[config.mk]
export PLATFORM = sky130hd
export DESIGN_NAME = lcd_draw_command_sequencer
export DESIGN_NICKNAME = d
export VERILOG_FILES = /design/src/rtl/lds_pkg.sv /design/src/rtl/lds_front.sv /design/src/rtl/lds_queue.sv /design/src/rtl/lds_back.sv /design/src/rtl/lcd_draw_command_sequencer.sv
export SDC_FILE = /design/constraint.sdc
export NUM_CORES = 1
export LEC_CHECK = 0
export BUFFER_PORTS_ARGS = -buffer_cell sky130_fd_sc_hd__buf_2
export CORE_ASPECT_RATIO = 0.9
export CORE_MARGIN = 10
export CORE_UTILIZATION = 55
export DETAILED_ROUTE_END_ITERATION = 8
export PLACE_DENSITY_LB_ADDON = 0.1
export SLEW_MARGIN = 30
export SYNTH_ARGS = -nofsm -noshare
export SYNTH_HDL_FRONTEND = slang
export SYNTH_SLANG_ARGS = --single-unit
[constraint.sdc]
create_clock -name clk -period 8.5 [get_ports clk]
set_clock_uncertainty 0.1 [all_clocks]
set_input_delay 1.7 -clock clk [delete_from_list [all_inputs] [get_ports clk]]
set_output_delay 1.7 -clock clk [all_outputs]
set_load 0.01 [all_outputs]
[src/rtl/lds_pkg.sv]
// Shared types, register codes and helper functions for the LCD draw command sequencer.
`timescale 1ns / 1ps

package lds_pkg;

  localparam int PANEL_WIDTH_DEF  = 240;
  localparam int PANEL_HEIGHT_DEF = 320;
  localparam int QUEUE_DEPTH_DEF  = 2;

  localparam logic [7:0] REG_ENTRY     = 8'h03;
  localparam logic [7:0] REG_GRAM_X    = 8'h20;
  localparam logic [7:0] REG_GRAM_Y    = 8'h21;
  localparam logic [7:0] REG_GRAM_DATA = 8'h22;
  localparam logic [7:0] REG_WIN_X0    = 8'h50;
  localparam logic [7:0] REG_WIN_X1    = 8'h51;
  localparam logic [7:0] REG_WIN_Y0    = 8'h52;
  localparam logic [7:0] REG_WIN_Y1    = 8'h53;

  localparam logic [15:0] EM_VERT = 16'b00001000;
  localparam logic [15:0] EM_INCH = 16'b00010000;
  localparam logic [15:0] EM_INCV = 16'b00100000;

  localparam logic [16:0] REPEAT_MAX = 17'h1FFFF;

  typedef enum logic [1:0] {
    OP_PIXEL = 2'd0,
    OP_LINE  = 2'd1,
    OP_RECT  = 2'd2,
    OP_FILL  = 2'd3
  } op_t;

  typedef enum logic [1:0] {
    ROT_0   = 2'd0,
    ROT_90  = 2'd1,
    ROT_180 = 2'd2,
    ROT_270 = 2'd3
  } rot_t;

  typedef struct packed {
    logic [15:0] x;
    logic [15:0] y;
  } point_t;

  // one classified command, ready for the write sequencer
  typedef struct packed {
    op_t         op;
    logic [15:0] entry;
    logic [15:0] xmin;
    logic [15:0] xmax;
    logic [15:0] ymin;
    logic [15:0] ymax;
    logic [15:0] color;
    logic [16:0] repeat_count;
  } desc_t;

  typedef struct packed {
    logic full;
    logic empty;
  } q_status_t;

  function automatic logic [15:0] entry_mode(rot_t rot, logic vert);
    logic [15:0] m;
    case (rot)
      ROT_0:   m = vert ? (EM_VERT | EM_INCH | EM_INCV) : (EM_INCH | EM_INCV);
      ROT_90:  m = vert ? EM_INCV : (EM_VERT | EM_INCV);
      ROT_180: m = vert ? EM_VERT : 16'h0000;
      ROT_270: m = vert ? EM_INCH : (EM_VERT | EM_INCH);
      default: m = 16'h0000;
    endcase
    return m;
  endfunction

  // screen to panel coordinates, 16-bit wrap
  function automatic point_t turn(rot_t rot, logic [15:0] x0, logic [15:0] y0,
                                  logic [15:0] w1, logic [15:0] h1);
    point_t p;
    case (rot)
      ROT_90:  begin p.x = w1 - y0; p.y = x0;      end
      ROT_180: begin p.x = w1 - x0; p.y = h1 - y0; end
      ROT_270: begin p.x = y0;      p.y = h1 - x0; end
      default: begin p.x = x0;      p.y = y0;      end
    endcase
    return p;
  endfunction

endpackage

[src/rtl/lds_front.sv]
// Command intake: rotation register, coordinate turning, window ordering, repeat count.
`timescale 1ns / 1ps

module lds_front #(
  parameter int PANEL_WIDTH  = lds_pkg::PANEL_WIDTH_DEF,
  parameter int PANEL_HEIGHT = lds_pkg::PANEL_HEIGHT_DEF
) (
  input  logic              clk,
  input  logic              rst,
  input  logic              s_tvalid,
  output logic              s_tready,
  input  logic [63:0]       s_tdata,
  input  logic [1:0]        s_tuser,
  input  logic              cfg_valid,
  output logic              cfg_ready,
  input  logic [1:0]        cfg_data,
  input  lds_pkg::q_status_t q_status,
  output logic              q_push,
  output lds_pkg::desc_t    q_data
);

  localparam logic [15:0] W1 = 16'(PANEL_WIDTH - 1);
  localparam logic [15:0] H1 = 16'(PANEL_HEIGHT - 1);
  localparam int FILL_FULL = PANEL_WIDTH * PANEL_HEIGHT;
  localparam logic [16:0] FILL_REP =
    (FILL_FULL > 131071) ? lds_pkg::REPEAT_MAX : 17'(FILL_FULL);

  lds_pkg::rot_t rotation;

  lds_pkg::op_t  op;
  logic [15:0]   sx, sy, len, rw, rh, color;
  logic          vert;
  logic [15:0]   fx, fy;
  lds_pkg::point_t pa, pb;
  logic [17:0]   area;
  logic [16:0]   area_sat;

  assign cfg_ready = 1'b1;

  always_ff @(posedge clk) begin
    if (rst) begin
      rotation <= lds_pkg::ROT_0;
    end else if (cfg_valid && cfg_ready) begin
      rotation <= lds_pkg::rot_t'(cfg_data);
    end
  end

  assign s_tready = !q_status.full;
  assign q_push   = s_tvalid && s_tready;

  always_comb begin
    op    = lds_pkg::op_t'(s_tuser);
    sx    = {7'd0, s_tdata[8:0]};
    sy    = {7'd0, s_tdata[17:9]};
    len   = {7'd0, s_tdata[26:18]};
    rw    = {7'd0, s_tdata[35:27]};
    rh    = {7'd0, s_tdata[44:36]};
    vert  = s_tdata[45];
    color = s_tdata[61:46];

    fx = sx + rw - 16'd1;
    fy = sy + rh - 16'd1;
    pa = lds_pkg::turn(rotation, sx, sy, W1, H1);
    pb = lds_pkg::turn(rotation, fx, fy, W1, H1);

    area     = rw[8:0] * rh[8:0];
    area_sat = (area > {1'b0, lds_pkg::REPEAT_MAX}) ? lds_pkg::REPEAT_MAX : area[16:0];

    q_data.op    = op;
    q_data.color = color;
    q_data.entry = lds_pkg::entry_mode(rotation, vert && (op == lds_pkg::OP_LINE));
    q_data.xmin  = pa.x;
    q_data.xmax  = pa.x;
    q_data.ymin  = pa.y;
    q_data.ymax  = pa.y;
    case (op)
      lds_pkg::OP_PIXEL: q_data.repeat_count = 17'd1;
      lds_pkg::OP_LINE:  q_data.repeat_count = {1'b0, len};
      lds_pkg::OP_RECT: begin
        q_data.repeat_count = area_sat;
        q_data.xmin = (pa.x > pb.x) ? pb.x : pa.x;
        q_data.xmax = (pa.x > pb.x) ? pa.x : pb.x;
        q_data.ymin = (pa.y > pb.y) ? pb.y : pa.y;
        q_data.ymax = (pa.y > pb.y) ? pa.y : pb.y;
      end
      lds_pkg::OP_FILL: begin
        q_data.repeat_count = FILL_REP;
        q_data.xmin = 16'd0;
        q_data.ymin = 16'd0;
      end
      default: q_data.repeat_count = 17'd1;
    endcase
  end

endmodule

[src/rtl/lds_queue.sv]
// Small register queue of classified commands between intake and sequencer.
`timescale 1ns / 1ps

module lds_queue #(
  parameter int DEPTH = lds_pkg::QUEUE_DEPTH_DEF
) (
  input  logic               clk,
  input  logic               rst,
  input  logic               push,
  input  lds_pkg::desc_t     push_data,
  input  logic               pop,
  output lds_pkg::desc_t     pop_data,
  output lds_pkg::q_status_t status
);

  localparam int PW = (DEPTH > 1) ? $clog2(DEPTH) : 1;
  localparam int CW = $clog2(DEPTH + 1);
  localparam logic [PW-1:0] LAST_PTR = PW'(DEPTH - 1);
  localparam logic [CW-1:0] FULL_CNT = CW'(DEPTH);

  lds_pkg::desc_t mem [DEPTH];
  logic [PW-1:0]  wr_ptr, rd_ptr;
  logic [CW-1:0]  count;

  always_ff @(posedge clk) begin
    if (push) begin
      mem[wr_ptr] <= push_data;
    end
  end

  always_ff @(posedge clk) begin
    if (rst) begin
      wr_ptr <= '0;
      rd_ptr <= '0;
      count  <= '0;
    end else begin
      if (push) begin
        wr_ptr <= (wr_ptr == LAST_PTR) ? '0 : wr_ptr + PW'(1);
      end
      if (pop) begin
        rd_ptr <= (rd_ptr == LAST_PTR) ? '0 : rd_ptr + PW'(1);
      end
      if (push && !pop) begin
        count <= count + CW'(1);
      end else if (pop && !push) begin
        count <= count - CW'(1);
      end
    end
  end

  assign pop_data     = mem[rd_ptr];
  assign status.full  = (count == FULL_CNT);
  assign status.empty = (count == '0);

endmodule

[src/rtl/lds_back.sv]
// Write sequencer: steps through the register writes of the head command into an output register.
`timescale 1ns / 1ps

module lds_back #(
  parameter int PANEL_WIDTH  = lds_pkg::PANEL_WIDTH_DEF,
  parameter int PANEL_HEIGHT = lds_pkg::PANEL_HEIGHT_DEF
) (
  input  logic               clk,
  input  logic               rst,
  input  lds_pkg::q_status_t q_status,
  input  lds_pkg::desc_t     q_data,
  output logic               q_pop,
  output logic               m_tvalid,
  input  logic               m_tready,
  output logic [47:0]        m_tdata,
  output logic               m_tlast
);

  localparam logic [15:0] W1 = 16'(PANEL_WIDTH - 1);
  localparam logic [15:0] H1 = 16'(PANEL_HEIGHT - 1);

  typedef enum logic [3:0] {
    ST_ENTRY = 4'd0,
    ST_WX0   = 4'd1,
    ST_WX1   = 4'd2,
    ST_WY0   = 4'd3,
    ST_WY1   = 4'd4,
    ST_GX    = 4'd5,
    ST_GY    = 4'd6,
    ST_DATA  = 4'd7,
    ST_RX0   = 4'd8,
    ST_RX1   = 4'd9,
    ST_RY0   = 4'd10,
    ST_RY1   = 4'd11
  } step_t;

  step_t       step, cur, step_next;
  logic        busy;
  logic        load, emit, emit_last, is_rect;
  logic [7:0]  idx;
  logic [15:0] val;
  logic [16:0] rep;

  assign load    = !m_tvalid || m_tready;
  assign emit    = load && !q_status.empty;
  assign is_rect = (q_data.op == lds_pkg::OP_RECT);
  assign q_pop   = emit && emit_last;

  always_comb begin
    if (busy) begin
      cur = step;
    end else if (q_data.op == lds_pkg::OP_PIXEL) begin
      cur = ST_GX;
    end else begin
      cur = ST_ENTRY;
    end

    emit_last = is_rect ? (cur == ST_RY1) : (cur == ST_DATA);
    if (cur == ST_ENTRY && !is_rect) begin
      step_next = ST_GX;
    end else begin
      step_next = step_t'(cur + 4'd1);
    end

    rep = 17'd1;
    case (cur)
      ST_ENTRY: begin idx = lds_pkg::REG_ENTRY;     val = q_data.entry; end
      ST_WX0:   begin idx = lds_pkg::REG_WIN_X0;    val = q_data.xmin;  end
      ST_WX1:   begin idx = lds_pkg::REG_WIN_X1;    val = q_data.xmax;  end
      ST_WY0:   begin idx = lds_pkg::REG_WIN_Y0;    val = q_data.ymin;  end
      ST_WY1:   begin idx = lds_pkg::REG_WIN_Y1;    val = q_data.ymax;  end
      ST_GX:    begin idx = lds_pkg::REG_GRAM_X;    val = q_data.xmin;  end
      ST_GY:    begin idx = lds_pkg::REG_GRAM_Y;    val = q_data.ymin;  end
      ST_DATA: begin
        idx = lds_pkg::REG_GRAM_DATA;
        val = q_data.color;
        rep = q_data.repeat_count;
      end
      ST_RX0:   begin idx = lds_pkg::REG_WIN_X0;    val = 16'd0;        end
      ST_RX1:   begin idx = lds_pkg::REG_WIN_X1;    val = W1;           end
      ST_RY0:   begin idx = lds_pkg::REG_WIN_Y0;    val = 16'd0;        end
      ST_RY1:   begin idx = lds_pkg::REG_WIN_Y1;    val = H1;           end
      default:  begin idx = lds_pkg::REG_ENTRY;     val = 16'd0;        end
    endcase
  end

  always_ff @(posedge clk) begin
    if (rst) begin
      busy     <= 1'b0;
      step     <= ST_ENTRY;
      m_tvalid <= 1'b0;
    end else begin
      if (load) begin
        m_tvalid <= emit;
      end
      if (emit) begin
        busy <= !emit_last;
        step <= step_next;
      end
    end
  end

  always_ff @(posedge clk) begin
    if (emit) begin
      m_tdata <= {7'd0, rep, val, idx};
      m_tlast <= emit_last;
    end
  end

endmodule

[src/rtl/lcd_draw_command_sequencer.sv]
// Top level of the LCD draw command sequencer: intake, command queue, write sequencer.
//
// channel  direction  handshake            payload
// s_*      in         s_tvalid/s_tready    s_tuser op; s_tdata coords, sizes, vertical, color
// cfg_*    in         cfg_valid/cfg_ready  cfg_data rotation
// m_*      out        m_tvalid/m_tready    m_tdata index, value, repeat; m_tlast
//
// Register writes per command: 3 for a pixel, 4 for a line or fill, 12 for a rectangle.
// A command is classified in its accept cycle and written into a QUEUE_DEPTH entry queue;
// the sequencer drains the head command one write per unstalled cycle into the output register.
// Commands keep being accepted while the queue has room, also while m_tready is low.
// Reset (rst, synchronous) empties queue and output, and sets rotation to none.
`timescale 1ns / 1ps

module lcd_draw_command_sequencer #(
  parameter int PANEL_WIDTH  = lds_pkg::PANEL_WIDTH_DEF,
  parameter int PANEL_HEIGHT = lds_pkg::PANEL_HEIGHT_DEF,
  parameter int QUEUE_DEPTH  = lds_pkg::QUEUE_DEPTH_DEF
) (
  input  logic        clk,
  input  logic        rst,
  input  logic        s_tvalid,
  output logic        s_tready,
  // start_x[8:0] start_y[17:9] line_length[26:18] rect_width[35:27]
  // rect_height[44:36] vertical[45] pixel_color[61:46], zero pad
  input  logic [63:0] s_tdata,
  // op[1:0]
  input  logic [1:0]  s_tuser,
  input  logic        cfg_valid,
  output logic        cfg_ready,
  input  logic [1:0]  cfg_data,
  output logic        m_tvalid,
  input  logic        m_tready,
  // reg_index[7:0] reg_value[23:8] repeat_count[40:24], zero pad
  output logic [47:0] m_tdata,
  output logic        m_tlast
);

  lds_pkg::q_status_t q_status;
  lds_pkg::desc_t     push_data, head;
  logic               q_push, q_pop;

  lds_front #(
    .PANEL_WIDTH (PANEL_WIDTH),
    .PANEL_HEIGHT(PANEL_HEIGHT)
  ) u_front (
    .clk      (clk),
    .rst      (rst),
    .s_tvalid (s_tvalid),
    .s_tready (s_tready),
    .s_tdata  (s_tdata),
    .s_tuser  (s_tuser),
    .cfg_valid(cfg_valid),
    .cfg_ready(cfg_ready),
    .cfg_data (cfg_data),
    .q_status (q_status),
    .q_push   (q_push),
    .q_data   (push_data)
  );

  lds_queue #(
    .DEPTH(QUEUE_DEPTH)
  ) u_queue (
    .clk      (clk),
    .rst      (rst),
    .push     (q_push),
    .push_data(push_data),
    .pop      (q_pop),
    .pop_data (head),
    .status   (q_status)
  );

  lds_back #(
    .PANEL_WIDTH (PANEL_WIDTH),
    .PANEL_HEIGHT(PANEL_HEIGHT)
  ) u_back (
    .clk     (clk),
    .rst     (rst),
    .q_status(q_status),
    .q_data  (head),
    .q_pop   (q_pop),
    .m_tvalid(m_tvalid),
    .m_tready(m_tready),
    .m_tdata (m_tdata),
    .m_tlast (m_tlast)
  );

`ifndef NO_ASSERTIONS
  a_reset_clears_out: assert property (@(posedge clk) rst |=> !m_tvalid)
    else $error("output valid after reset");
  a_no_push_full: assert property (@(posedge clk) disable iff (rst)
    q_push |-> !q_status.full)
    else $error("queue written while full");
  a_no_pop_empty: assert property (@(posedge clk) disable iff (rst)
    q_pop |-> !q_status.empty)
    else $error("queue read while empty");
  a_pop_marks_last: assert property (@(posedge clk) disable iff (rst)
    q_pop |=> m_tvalid && m_tlast)
    else $error("command retired without final write");
`endif

endmodule

; Word level (Yosys, flattened, before mapping)
; Memory sizes are Yosys's and may differ from the RTL's. A register that Yosys moved wholly into a read port is not among the register bits.
; Cells that the tools add are included.
; W data, S select, Z words.
[classes]
n_addsub = 17
n_eq_ne = 19
mul = 1
n_shift = 0
muxes = 31
div = 0
bitwise_logic = 0
order_cmp = 3
n_reduce_logical = 27
[op_table]
columns = op, count
row1 = $pmux W32 S3, 2
row2 = $pmux W16 S8, 1
row3 = $mux W16, 6
row4 = $pmux W17 S4, 1
row5 = $pmux W16 S2, 2
row6 = $pmux W16 S4, 1
row7 = $pmux W7 S7, 1
row8 = $gt A16 B16 Y1, 2
row9 = $sub A16 B1 Y16 const B, 2
row10 = $sub A8 B16 Y16 const A, 2
row11 = $sub A9 B16 Y16 const A, 2
row12 = $mux W4, 6
row13 = $add A9 B9 Y10, 2
row14 = $sub A8 B9 Y10 const A, 2
row15 = $sub A9 B9 Y10 const A, 2
row16 = $gt A18 B17 Y1 const B, 1
row17 = $mul A9 B9 Y18, 1
row18 = $mux W17, 1
row19 = $eq A4 B3 Y1 const B, 4
row20 = $eq A4 B4 Y1 const B, 4
row21 = $eq A2 B2 Y1 const B, 6
row22 = $reduce_or A2 Y1, 6
row23 = $eq A4 B2 Y1 const B, 2
row24 = $logic_not A2 Y1, 4
row25 = 14 further kinds, 35
[word_totals]
latch_bits = 0
wordCells = 109
out_inout_bits = 52
register_bits = 54
mem_bits_ro = 0
mem_bits_rw = 230
memories = 1
[mem_list]
columns = name, depth, word_bits, rd, rd_ports_with_merged_regs, wr, line
row1 = u_queue.mem, 2, 115, 1, 1, 1, lds_queue.sv:21  ; lds_pkg::desc_t mem [DEPTH];

; Logic depth before layout (Yosys ltp)
; Gate-level depths: netlist of run 1.
[depth]
word_depth = 9
mapped_depth = 31

; Hierarchy
; A second synthesis of run 1 with hierarchy kept.
[unflattened]
hier_cells = 1604
hier_area_um2 = 18437.7
[modules_own_cells]
columns = module, cells_per_inst, instances, area_per_inst_um2
row1 = lds_queue, 380, 1, 8703.3
row2 = lds_front, 987, 1, 7136.8
row3 = lds_back, 237, 1, 2597.5

; Worst setup path after synthesis of run 1
; OpenSTA, ideal clock, no wires.
[synth_path]
path_type = input port to flip-flop
startpoint = input s_tdata[37]
endpoint = memory u_queue.mem[0][83] in the netlist's numbering (data pin)
arrival_time_ns = 6.985
n_path_buf = 2
setup_slack_ns = 1.150
path_stages = 28
setup_ns = 0.265
path_cell_list = clkbuf_1 inv_1 fa_1 nand2b_1 a21oi_1 xor2_1 or3_1 or4_1 a311o_1 o21a_1 a211oi_2 o22a_1 nor4_1 nor3_1 ha_1 a21oi_1 nor2b_1 o21ai_0 nand2_1 a31o_2 a21oi_1 o21ai_0 nor2_1 o311ai_2 o211ai_4 buf_6 nor4_1 a221o_1
[synth_rtl]
columns = item, line
row1 = from (decl), lcd_draw_command_sequencer.sv:26  ; input logic [63:0] s_tdata,
row2 = to (decl), lds_queue.sv:21

==> results of run 1 <==
-- stage by stage --
stage,util [%],cells
6_report,61.2,2135
3_3_place_gp,58.7,2092
4_1_cts,61.2,2135
2_1_floorplan,-,1639
5_1_grt,61.2,2135
3_5_place_dp,58.7,2092
-- registers in the layout, summed over array words and instances (netlist names), named ones only --
register	flops
u_queue.wr_ptr	1
u_back.m_tlast	1
u_back.busy	1
u_queue.count	2
u_back.m_tdata	37
u_back.m_tvalid	1
u_front.rotation	2
u_back.step	4
u_queue.rd_ptr	1
u_queue.mem	204
-- report_power, final --
part | internal (mW) | switching [mW] | total [mW]
combinational | 0.562 | 0.898 | 1.46
clock | 0.612 | 0.437 | 1.05
sequential | 1.61 | 0.0467 | 1.66
total | 2.79 | 1.38 | 4.17
-- layout make-up --
class / count / share of cell area (%)
multi-input cells: 1174 / 47.0
flip-flops and latches: 255 / 39.8
repair buffers: 142 / 4.17
clock buffers: 36 / 3.79
well taps: 409 / 2.70
inverters: 112 / 2.22
clock inverters: 7 / 0.324
-- worst max path at each step --
stage / startpoint / end / slack (ns) / cells past startpoint
after floorplan: s_tdata[37] / u_queue.mem[0][83] / 1.15 / 28
after global placement: s_tdata[36] / u_queue.mem[0][81] / 0.39 / 29
after detailed placement: s_tdata[36] / u_queue.mem[1][86] / 0.28 / 26
after CTS: s_tdata[36] / u_queue.mem[1][81] / 0.82 / 29
after global routing: s_tdata[36] / u_queue.mem[0][81] / 0.33 / 29
final: s_tdata[36] / u_queue.mem[1][81] / 0.77 / 26
-- worst max-delay path, delay by kind of cell --
| family | cells | cell delay (ns) |
|---|---|---|
| AND/OR/NAND/NOR | 11 | 2.47 |
| AO/OA/AOI/OAI | 8 | 1.84 |
| adder cells (fa/ha/maj) | 3 | 1.15 |
| buffers and inverters | 3 | 0.52 |
| XOR/XNOR | 1 | 0.20 |
-- cells by family (layout without fill, tap and decap cells) --
| kind of cell | count (synthesis) | in the layout | synth area share (%) |
|---|---|---|---|
| other | 2 | 11 | 0.0436 |
| AO/OA/AOI/OAI | 355 | 355 | 14.6 |
| AND/OR/NAND/NOR | 481 | 481 | 13.1 |
| XOR/XNOR | 48 | 48 | 2.57 |
| buffers and inverters | 210 | 297 | 4.99 |
| flip-flops | 255 | 255 | 43.7 |
| multiplexers | 125 | 125 | 7.53 |
| adder cells (fa/ha/maj) | 154 | 154 | 13.5 |
-- per-layer routing --
| metal | part of all wire (%) | wire length [um] | global-route usage, % | vias to the layer above |
|---|---|---|---|---|
| met2 | 46 | 20200 | 35.0 | 415 |
| met5 | 0 | 0 | 0 | - |
| met3 | 6.9 | 3000 | 2.90 | 43 |
| met4 | 1.4 | 621 | 4.01 | 0 |
| met1 | 45 | 19700 | 31.9 | 6195 |
| li1 | - | - | - | 6096 |
-- synth_stat cells, types with 6 or more instances --
cell	count
nor2_1	121
a222oi_1	9
ha_1	102
o221ai_1	20
o211ai_1	6
nor4_1	7
or3_1	6
a21oi_1	62
fa_1	52
edfxtp_1	242
a21o_1	9
inv_1	111
nand2b_1	13
o21a_1	14
buf_1	16
xor2_1	17
clkbuf_1	64
o2111ai_1	12
and3_1	9
a221oi_1	12
buf_4	12
a211o_1	9
nand2_1	187
nor3_1	19
nand3_1	18
xnor2_1	28
mux2i_1	97
or2_2	10
o21ai_0	77
a221o_1	7
o21ai_1	9
and2_1	44
dfxtp_1	13
mux2_2	27
o22ai_1	38
nor2b_1	13
nand4_1	8
==> metrics, run 1 <==
CTS buffer count 24; Reg2Reg Depth 27; Clk pin slew, worst setup/hold paths 0.06 ns; synth-to-layout area growth 9.88%; CTS tree yes; global route overflow 0; ANT cells 0; Final GP Congestion 0.893; clock period minus worst slack 7.73 ns; Clock Path Buffers 3; final wirelength approximately 44,000 um; YS warnings 0; GRT Total Usage 22.1%; RSZ-0062 raised after global routing false; CP startpoint kind input pin; std cell rows 61; peak supply drop approximately 160 uV; hold buffer count at CTS 0; r2r startpoint u_front.rotation[0]; DR pass1 iterations 5; most frequent cells in the layout edfxtp_1, nand2_1, nor2_1, inv_1, buf_2; reg2reg end u_queue.mem[1][81]; largest net degree at the start of global routing 69; area post-placement 0.0181 mm^2; worst-skew pair later-pin latency 0.52 ns; vias in the first global route ~12k; Yosys reg bits around 260; # DRC 0; cell area after synthesis 0.0172 mm^2; crit path max fanout 10; die width 207 um; Die ar. 0.0388 mm^2; Worst Hold Slack 0.373 ns; initial antenna violation count 0; Cells after Synth around 1.6k; Synth top area share 42.2%; commonest non-fill, non-tap cell in the layout edfxtp_1; # fillers 2,560; critical path type input pin to register; post-route ant nets 0; worst rel slew slack a little over a third; Initial DRC Count 897; Seq. cell area 0.00753 mm^2; clock sink count 255; crit end category register; Worst Hold Path EP u_back.step[1]; Total Power approximately 4.2 mW; # Post-CTS Setup Buffers 0; Post-synth EDFFs around 240; PD cells 220 mW/mm^2; Main synth FF type edfxtp_1; HP Class register to register; max-slew violation count 0; total negative slack 0 ns; status completed; HPWL Detailed between 30,000 and 40,000 um; arrival time worst endpoint a little under 8 ns; Final period util 90.9%; Fin. Hold Viols 0; Top Ports 125; Mean Syn Cell Area 10.6 um^2; CP max stage delay 0.47 ns; # port buffers 111; CP required 8.63 ns; routed vias 12.7k; share of layout cells above drive strength 1 14.8%; Final Cell Area about 0.019 mm^2; fin nets around 1.9k; share of synthesized registers carrying an async set or reset 0%; CORE AREA 0.0309 mm^2; synth top area cells edfxtp_1, ha_1, fa_1; Final setup viols 0; Multi-input gate area just under 0.009 mm^2; Post-CTS Resized 0; # Max-Cap Violations 0; hold depth 2; DR WL/cell 20.4 um; final worst-path setup slack 0.773 ns; CTS H-Tree Depth 1; Leak 7.47 nW; cell taking the most area after synthesis edfxtp_1; R2R setup slack 2.63 ns; synth unique cells 95; Worst Hold Launch u_back.step[1]; chip height 188 um; Slowest-stage cell, CP ha_1; fmax about 130 MHz; sequential area share after synthesis between 40% and 50%; clock root buffer clkbuf_16; worst-margin pin slew around 0.96 ns; Initial Util 55.7%; first-pass GRT wire length 69,000 um; DR vias/cell 5.97; pre-CTS WS 0.277 ns
Power figures use the tool's default switching activity.
==> inputs of run 2 (changes only) <==
BUFFER_PORTS_ARGS = unset   (was -buffer_cell sky130_fd_sc_hd__buf_2)
DONT_BUFFER_PORTS = 1   (was unset)
==> run 2 against run 1 <==
Compared with the run above:
- highest routed layer is now met5
- clock power up 12%
- cell area fell by 2.6%
- sequential share of layout area rose by 1.1 points
- combinational power shrank 9%
- global-route usage down 0.19 points
- critical endpoint is now u_queue.mem[0][71]
- final cell count shrank 5.3%
- register-to-register slack improved by 0.02 ns
- setup slack improved by 0.21 ns
- total power rose by 0.61%
- count of clock-buffer cells in the layout is 6 lower
- via count fell by 3.6%
- die area stayed put
==> metrics, run 2 (same netlist as run 1, synthesis figures left out) <==
HP Class register to register (unchanged); initial antenna violation count 2 (was 0); # Post-CTS Setup Buffers 0 (unchanged); std cell rows 61 (unchanged); DR WL/cell 21.3 um (was 20.4 um); Largest regs u_queue.mem: 204 flops, u_back.m_tdata: 37 flops, u_back.step: 4 flops (unchanged); Clock Power Share 28.0% (was 25.2%); GRT Total Usage 21.9% (was 22.1%); pre-CTS WS 0.519 ns (was 0.277 ns); Initial Util 55.7% (unchanged); Clock Path Buffers 3 (unchanged); # port buffers 0 (was 111); post-route ant nets 0 (unchanged); CORE AREA 0.0309 mm^2 (unchanged); net load switching power 1.35 mW (was 1.38 mW); HPWL Detailed 31,800 um (was 32,500 um); Clk pin slew, worst setup/hold paths 0.06 ns (about the same); CP required 8.70 ns (was 8.63 ns); die width 207 um (unchanged); first-pass GRT wire length 67,900 um (was 69,000 um); Post-CTS Resized 0 (unchanged); final worst-path setup slack 0.979 ns (was 0.773 ns); most frequent cells in the layout edfxtp_1, nand2_1, nor2_1, inv_1, ha_1 (was edfxtp_1, nand2_1, nor2_1, inv_1, buf_2); chip height 188 um (unchanged); synth-to-layout area growth 7.01% (was 9.88%); fmax 133 MHz (was 129 MHz); Final setup viols 0 (unchanged); vias in the first global route 11.9k (was 12.5k); max FFs per register 204 (unchanged); global route overflow 0 (unchanged); clock sink count 255 (unchanged); RSZ-0062 raised after global routing false (unchanged); Pint 2.84 mW (was 2.79 mW); CTS tree yes (unchanged); crit end category register (unchanged); Final GP Congestion 0.931 (was 0.893); DR pass1 iterations 5 (unchanged); # DRC 0 (unchanged); CP max stage delay 0.61 ns (was 0.47 ns); largest net degree at the start of global routing 68 (was 69); max-slew violation count 0 (unchanged); CTS H-Tree Depth 1 (unchanged); share of layout cells above drive strength 1 8.68% (was 14.8%); critical path type input pin to register (unchanged); Initial DRC Count 846 (was 897); status completed (unchanged); worst-margin pin slew 0.912 ns (was 0.958 ns); CP startpoint kind input pin (unchanged); Comb pwr share 31.6% (was 35.0%); Fin. Hold Viols 0 (unchanged); total negative slack 0 ns (unchanged); Top delay family on crit path compound AO/OA/AOI/OAI gates (was simple AND/OR/NAND/NOR gates); clock period minus worst slack 7.52 ns (was 7.73 ns); crit path max fanout 16 (was 10); Slowest-stage cell, CP o21ai_4 (was ha_1); worst-skew pair later-pin latency 0.54 ns (was 0.52 ns); sequential share of power 40.3% (was 39.8%); Biggest register u_queue.mem (unchanged); number of cells after detailed placement 1,973 (was 2,092); # fillers 2,621 (was 2,560); Top cell by count, worst path nor2_1; DR vias/cell 6.08 (was 5.97); CTS buffer count 26 (was 24); ANT cells 0 (unchanged); hold buffer count at CTS 0 (unchanged); fin nets 1,819 (was 1,936); Sw Share 32.2% (was 33.2%); worst rel slew slack 38.5% (was 35.5%); routed vias 12.3k (was 12.7k); commonest non-fill, non-tap cell in the layout edfxtp_1 (unchanged); WP buf/inv 2 (was 3); final wirelength 43,100 um (was 43,500 um); Leak 7.04 nW (was 7.47 nW); non-filler instance count after layout 2,021 (was 2,135); Die ar. 0.0388 mm^2 (unchanged); peak supply drop 184 uV (was 161 uV); Final period util 88.5% (was 90.9%); # Max-Cap Violations 0 (unchanged); clock root buffer clkbuf_16 (unchanged); Top Ports 125 (unchanged); arrival time worst endpoint 7.72 ns (was 7.86 ns); PD cells 228 mW/mm^2 (was 220 mW/mm^2); Worst Hold Slack 0.367 ns (was 0.373 ns)
## run 2: cell count changes in the layout (fill, tap and decap cells not counted), sizes merged
cell | before | now
buf | 142 | 23
clkbuf | 36 | 30
bufinv | 1 | 5
clkinv | 6 | 13
## run 2: tightest hold or removal path, cell delays in order (launching register included)
cell	delay [ns]
dfxtp_1	0.32
nand2_1	0.06
a21oi_1	0.05
## run 2: power groups by stage
stage	logic (mW)	clock network, mW	registers [mW]
3_5_place_dp	1.31	0	1.72
5_1_grt	1.50	1.25	1.71
3_3_place_gp	1.29	0	1.72
4_1_cts	1.32	1.20	1.70
2_1_floorplan	1.02	0	1.71
6_report	1.33	1.18	1.69
## run 2: through the flow
stage                     power [mW]  instance area, um^2  util, %
after floorplan                 2.73                17300        -
after detailed placement        3.04                17500     56.7
after CTS                       4.22                18400     59.6
final                           4.19                18400     59.6
after global placement          3.01                17500     56.7
after global routing            4.46                18400     59.6
## run 2: area by class of cell
class                           instances  area [um^2]  share of cell area (%)
Timing Repair Buffer                   23          173                   0.937
Multi-Input combinational cell       1174         8890                    48.3
Sequential cell                       255         7530                    40.9
Clock buffer                           30          666                    3.61
Inverter                              112          420                    2.28
Tap cell                              409          512                    2.78
Clock inverter                         18          234                    1.27
## run 2: path summary, 6_finish.rpt
| check | startpoint | to | slack (ns) | depth (start not counted) |
|---|---|---|---|---|
| max | s_tdata[9] | u_queue.mem[0][71] | 0.98 | 28 |
| min | u_back.step[1] | u_back.step[1] | 0.37 | 2 |
| max reg2reg | u_front.rotation[0] | u_queue.mem[0][71] | 2.65 | 27 |
| min reg2reg | u_back.step[1] | u_back.step[1] | 0.37 | 2 |
## run 2: layer usage
metal	up-vias	global-route usage [%]	part of all wire, %
met4	4	4.91	1.6
met2	373	34.1	45
met3	51	4.88	7.9
met1	6005	30.5	45
li1	5854	-	-
met5	-	0	0.063
==> inputs of run 3 (changes only) <==
--- a/config.mk
+++ b/config.mk
@@ -7,2 +7,3 @@
 export LEC_CHECK = 0
+export ABC_AREA = 1
 export CORE_ASPECT_RATIO = 0.9
==> constraint.sdc (replaced) <==
create_clock -name clk -period 8.8 [get_ports clk]
set_clock_uncertainty 0.1 [all_clocks]
set_input_delay 1.32 -clock clk [delete_from_list [all_inputs] [get_ports clk]]
set_output_delay 1.32 -clock clk [all_outputs]
set_load 0.01 [all_outputs]
==> run 3 against run 2 <==
Compared with the run above:
- count of clock-buffer cells in the layout fell by 5
- core utilization up 0.34 points
- final cell count rose by 15%
- setup slack improved by 1.3 ns
- register-to-register slack better by 0.67 ns
- global-route usage up 0.41 points
- wire length increased by 0.24%
- critical path type unchanged
- largest cell class unchanged
- highest routed layer unchanged
==> metrics, run 3 <==
hold buffer count at CTS 0 (unchanged); synth top area cells edfxtp_1, nand2_1, ha_1 (was edfxtp_1, ha_1, fa_1); CTS tree yes (unchanged); PD cells 210 mW/mm^2 (was 228 mW/mm^2); share of synthesized registers carrying an async set or reset 0% (unchanged); number of cells after detailed placement 2,282 (was 1,973); worst-margin pin slew 0.967 ns (was 0.912 ns); std cell rows 60 (was 61); Final GP Congestion 0.920 (was 0.931); post-route ant nets 0 (unchanged); ANT cells 0 (unchanged); clock sink count 255 (unchanged); Leak 7.96 nW (was 7.04 nW); Synth top area share 42.9% (was 42.2%); adder-cell area share of the yosys netlist 13.7% (was 13.5%); RSZ-0062 raised after global routing false (unchanged); Biggest register u_queue.mem (unchanged); Post-synth EDFFs 242 (unchanged); Clock Path Buffers 3 (unchanged); Worst Hold Launch u_queue.rd_ptr (was u_back.step[1]); # DRC 0 (unchanged); # port buffers 0 (unchanged); Synth Area in XOR/XNOR 0.982% (was 2.57%); share of layout cells above drive strength 1 6.91% (was 8.68%); fmax 154 MHz; HP Class register to register (unchanged); WP buf/inv 4 (was 2); Cells after Synth 1,948 (was 1,630); Top cell by count, worst path nand2_1 (was nor2_1); DR vias/cell 5.68 (was 6.08); CP startpoint kind input pin (unchanged); Comb pwr share 30.9% (was 31.6%); max-slew violation count 0 (unchanged); critical path type input pin to register (unchanged); commonest non-fill, non-tap cell in the layout nand2_1 (was edfxtp_1); CORE AREA 0.0302 mm^2 (was 0.0309 mm^2); Initial DRC Count 1,217 (was 846); vias in the first global route 12.6k (was 11.9k); Largest regs u_queue.mem: 204 flops, u_back.m_tdata: 37 flops, u_back.step: 4 flops (unchanged); cell taking the most area after synthesis edfxtp_1 (unchanged); sequential area share after synthesis 44.4% (was 43.7%); most frequent cells in the layout nand2_1, inv_1, edfxtp_1, a21oi_1, o21ai_0 (was edfxtp_1, nand2_1, nor2_1, inv_1, ha_1); DR pass1 iterations 6 (was 5); Post-CTS Resized 0 (unchanged); CP max stage delay 0.51 ns (was 0.61 ns); peak supply drop 142 uV (was 184 uV); Final period util between 70% and 80%; Die ar. 0.0383 mm^2 (was 0.0388 mm^2); crit path max fanout 22 (was 16); cell area after synthesis 0.0170 mm^2 (was 0.0172 mm^2); CTS H-Tree Depth 1 (unchanged); Final Cell Area 0.0181 mm^2 (was 0.0184 mm^2); initial antenna violation count 2 (unchanged); Top Ports 125 (unchanged); R2R setup slack 3.32 ns (was 2.65 ns); GRT Total Usage 22.3% (was 21.9%); r2r startpoint u_front.rotation[0] (unchanged); worst rel slew slack 35.5% (was 38.5%); # Max-Cap Violations 0 (unchanged); final wirelength 43,200 um (was 43,100 um); most frequent cells after synthesis nand2_1, edfxtp_1, inv_1 (was edfxtp_1, nand2_1, nor2_1); largest family of logic cells by synthesized area simple AND/OR/NAND/NOR gates (was compound AO/OA/AOI/OAI gates); pre-CTS WS 1.86 ns (was 0.519 ns); worst-skew pair later-pin latency 0.53 ns (was 0.54 ns); Top delay family on crit path simple AND/OR/NAND/NOR gates (was compound AO/OA/AOI/OAI gates); routed vias 13.2k (was 12.3k); Sw Share 33.4% (was 32.2%); # Post-CTS Setup Buffers 0 (unchanged); global route overflow 0 (unchanged); sequential share of power 41.4% (was 40.3%); mux contribution to synthesized area 0.236% (was 7.53%); final worst-path setup slack 2.32 ns (was 0.979 ns); non-filler instance count after layout 2,327 (was 2,021); max FFs per register 204 (unchanged); synth unique cells 58 (was 95); Initial Util 56.2% (was 55.7%); Clock Power Share 27.7% (was 28.0%); YS warnings 0 (unchanged); CTS buffer count 25 (was 26); CP required 8.96 ns (was 8.70 ns); Synth Area in Compound Gates 13.6% (was 14.6%); reg2reg end u_queue.mem[1][80] (was u_queue.mem[0][71]); Final setup viols 0 (unchanged); HPWL Detailed 31,800 um (about the same); arrival time worst endpoint 6.64 ns (was 7.72 ns); Slowest-stage cell, CP fa_1 (was o21ai_4); clock period minus worst slack 6.48 ns; net load switching power 1.27 mW (was 1.35 mW); status completed (unchanged); most common cell in the netlist nand2_1 (was edfxtp_1); Mean Syn Cell Area 8.70 um^2 (was 10.6 um^2); Pint 2.53 mW (was 2.84 mW); Clk pin slew, worst setup/hold paths 0.06 ns (about the same); fin nets 2,134 (was 1,819); DR WL/cell 18.6 um (was 21.3 um); Fin. Hold Viols 0 (unchanged); total negative slack 0 ns (unchanged); largest net degree at the start of global routing 90 (was 68); crit end category register (unchanged); Main synth FF type edfxtp_1 (unchanged); first-pass GRT wire length 68,900 um (was 67,900 um); Synth Area in Simple Gates 19.0% (was 13.1%); chip height 187 um (was 188 um); Yosys reg bits 255 (unchanged); synth-to-layout area growth 6.75% (was 7.01%); area post-placement 0.0173 mm^2 (was 0.0175 mm^2); hold depth 2 (unchanged); clock root buffer clkbuf_16 (unchanged); die width 205 um (was 207 um); Reg2Reg Depth 22 (was 27)
run 3: cell count changes after synthesis, moves of 22 or more:
cell	change
nand2_1	+364
inv_1	+131
a21oi_1	+94
mux2i_1	-93
nand3_1	+59
nor2_1	-55
o21ai_0	+50
and2_1	-41
mux2_2	-27
xnor2_1	-22
run 3: power by group through the flow:
stage	sequential [mW]	combinational (mW)	clock [mW]
floorplan	1.60	0.887	0
global placement	1.60	1.13	0
detailed placement	1.60	1.16	0
CTS	1.57	1.17	1.07
global route	1.58	1.35	1.12
finish	1.57	1.18	1.05
run 3: final cells by class:
cell class | instances | area [um^2]
Fill cell | 2664 | 12100
Multi-Input combinational cell | 1357 | 8130
Sequential cell | 255 | 7530
Inverter | 253 | 950
Clock buffer | 25 | 626
Tap cell | 403 | 504
Clock inverter | 19 | 185
Timing Repair Buffer | 15 | 169
run 3: worst min-delay path: stages (launching register included):
cell and delay, ns:
dfxtp_1 0.30, inv_1 0.07, a21oi_1 0.06
run 3: per-layer routing:
metal  track usage, %  vias to the layer above  share of wire [%]
met2             35.4                      449                 46
li1                 -                     6435                  -
met1             31.5                     6303                 45
met5                0                        -              0.074
met3             4.46                       32                8.8
met4             3.28                        4               0.90
run 3: cell families after synthesis:
logic type,count (synthesis)
flops,255
mux,4
buf+inv,345
simple gates,768
xor+xnor,19
fa+ha+maj,154
compound gates,401
other cells,2
run 3: worst max path at each step:
stage / from / to / slack, ns / cells after the start
6_report: s_tdata[9] / u_queue.mem[0][44] / 2.32 / 26
5_1_grt: s_tdata[9] / u_queue.mem[1][44] / 1.83 / 34
4_1_cts: s_tdata[9] / u_queue.mem[0][44] / 2.37 / 26
3_5_place_dp: s_tdata[29] / u_queue.mem[0][1] / 1.86 / 19
3_3_place_gp: s_tdata[27] / u_queue.mem[0][5] / 1.98 / 19
2_1_floorplan: s_tvalid / u_queue.mem[1][0] / 2.46 / 2
run 3: stage by stage:
stage	power (mW)	hold WS, ns	util (%)
3_5_place_dp	2.76	0.357	57.2
4_1_cts	3.81	0.375	59.9
3_3_place_gp	2.73	0.344	57.0
5_1_grt	4.05	0.412	60.0
2_1_floorplan	2.48	0.348	-
6_report	3.80	0.370	60.0
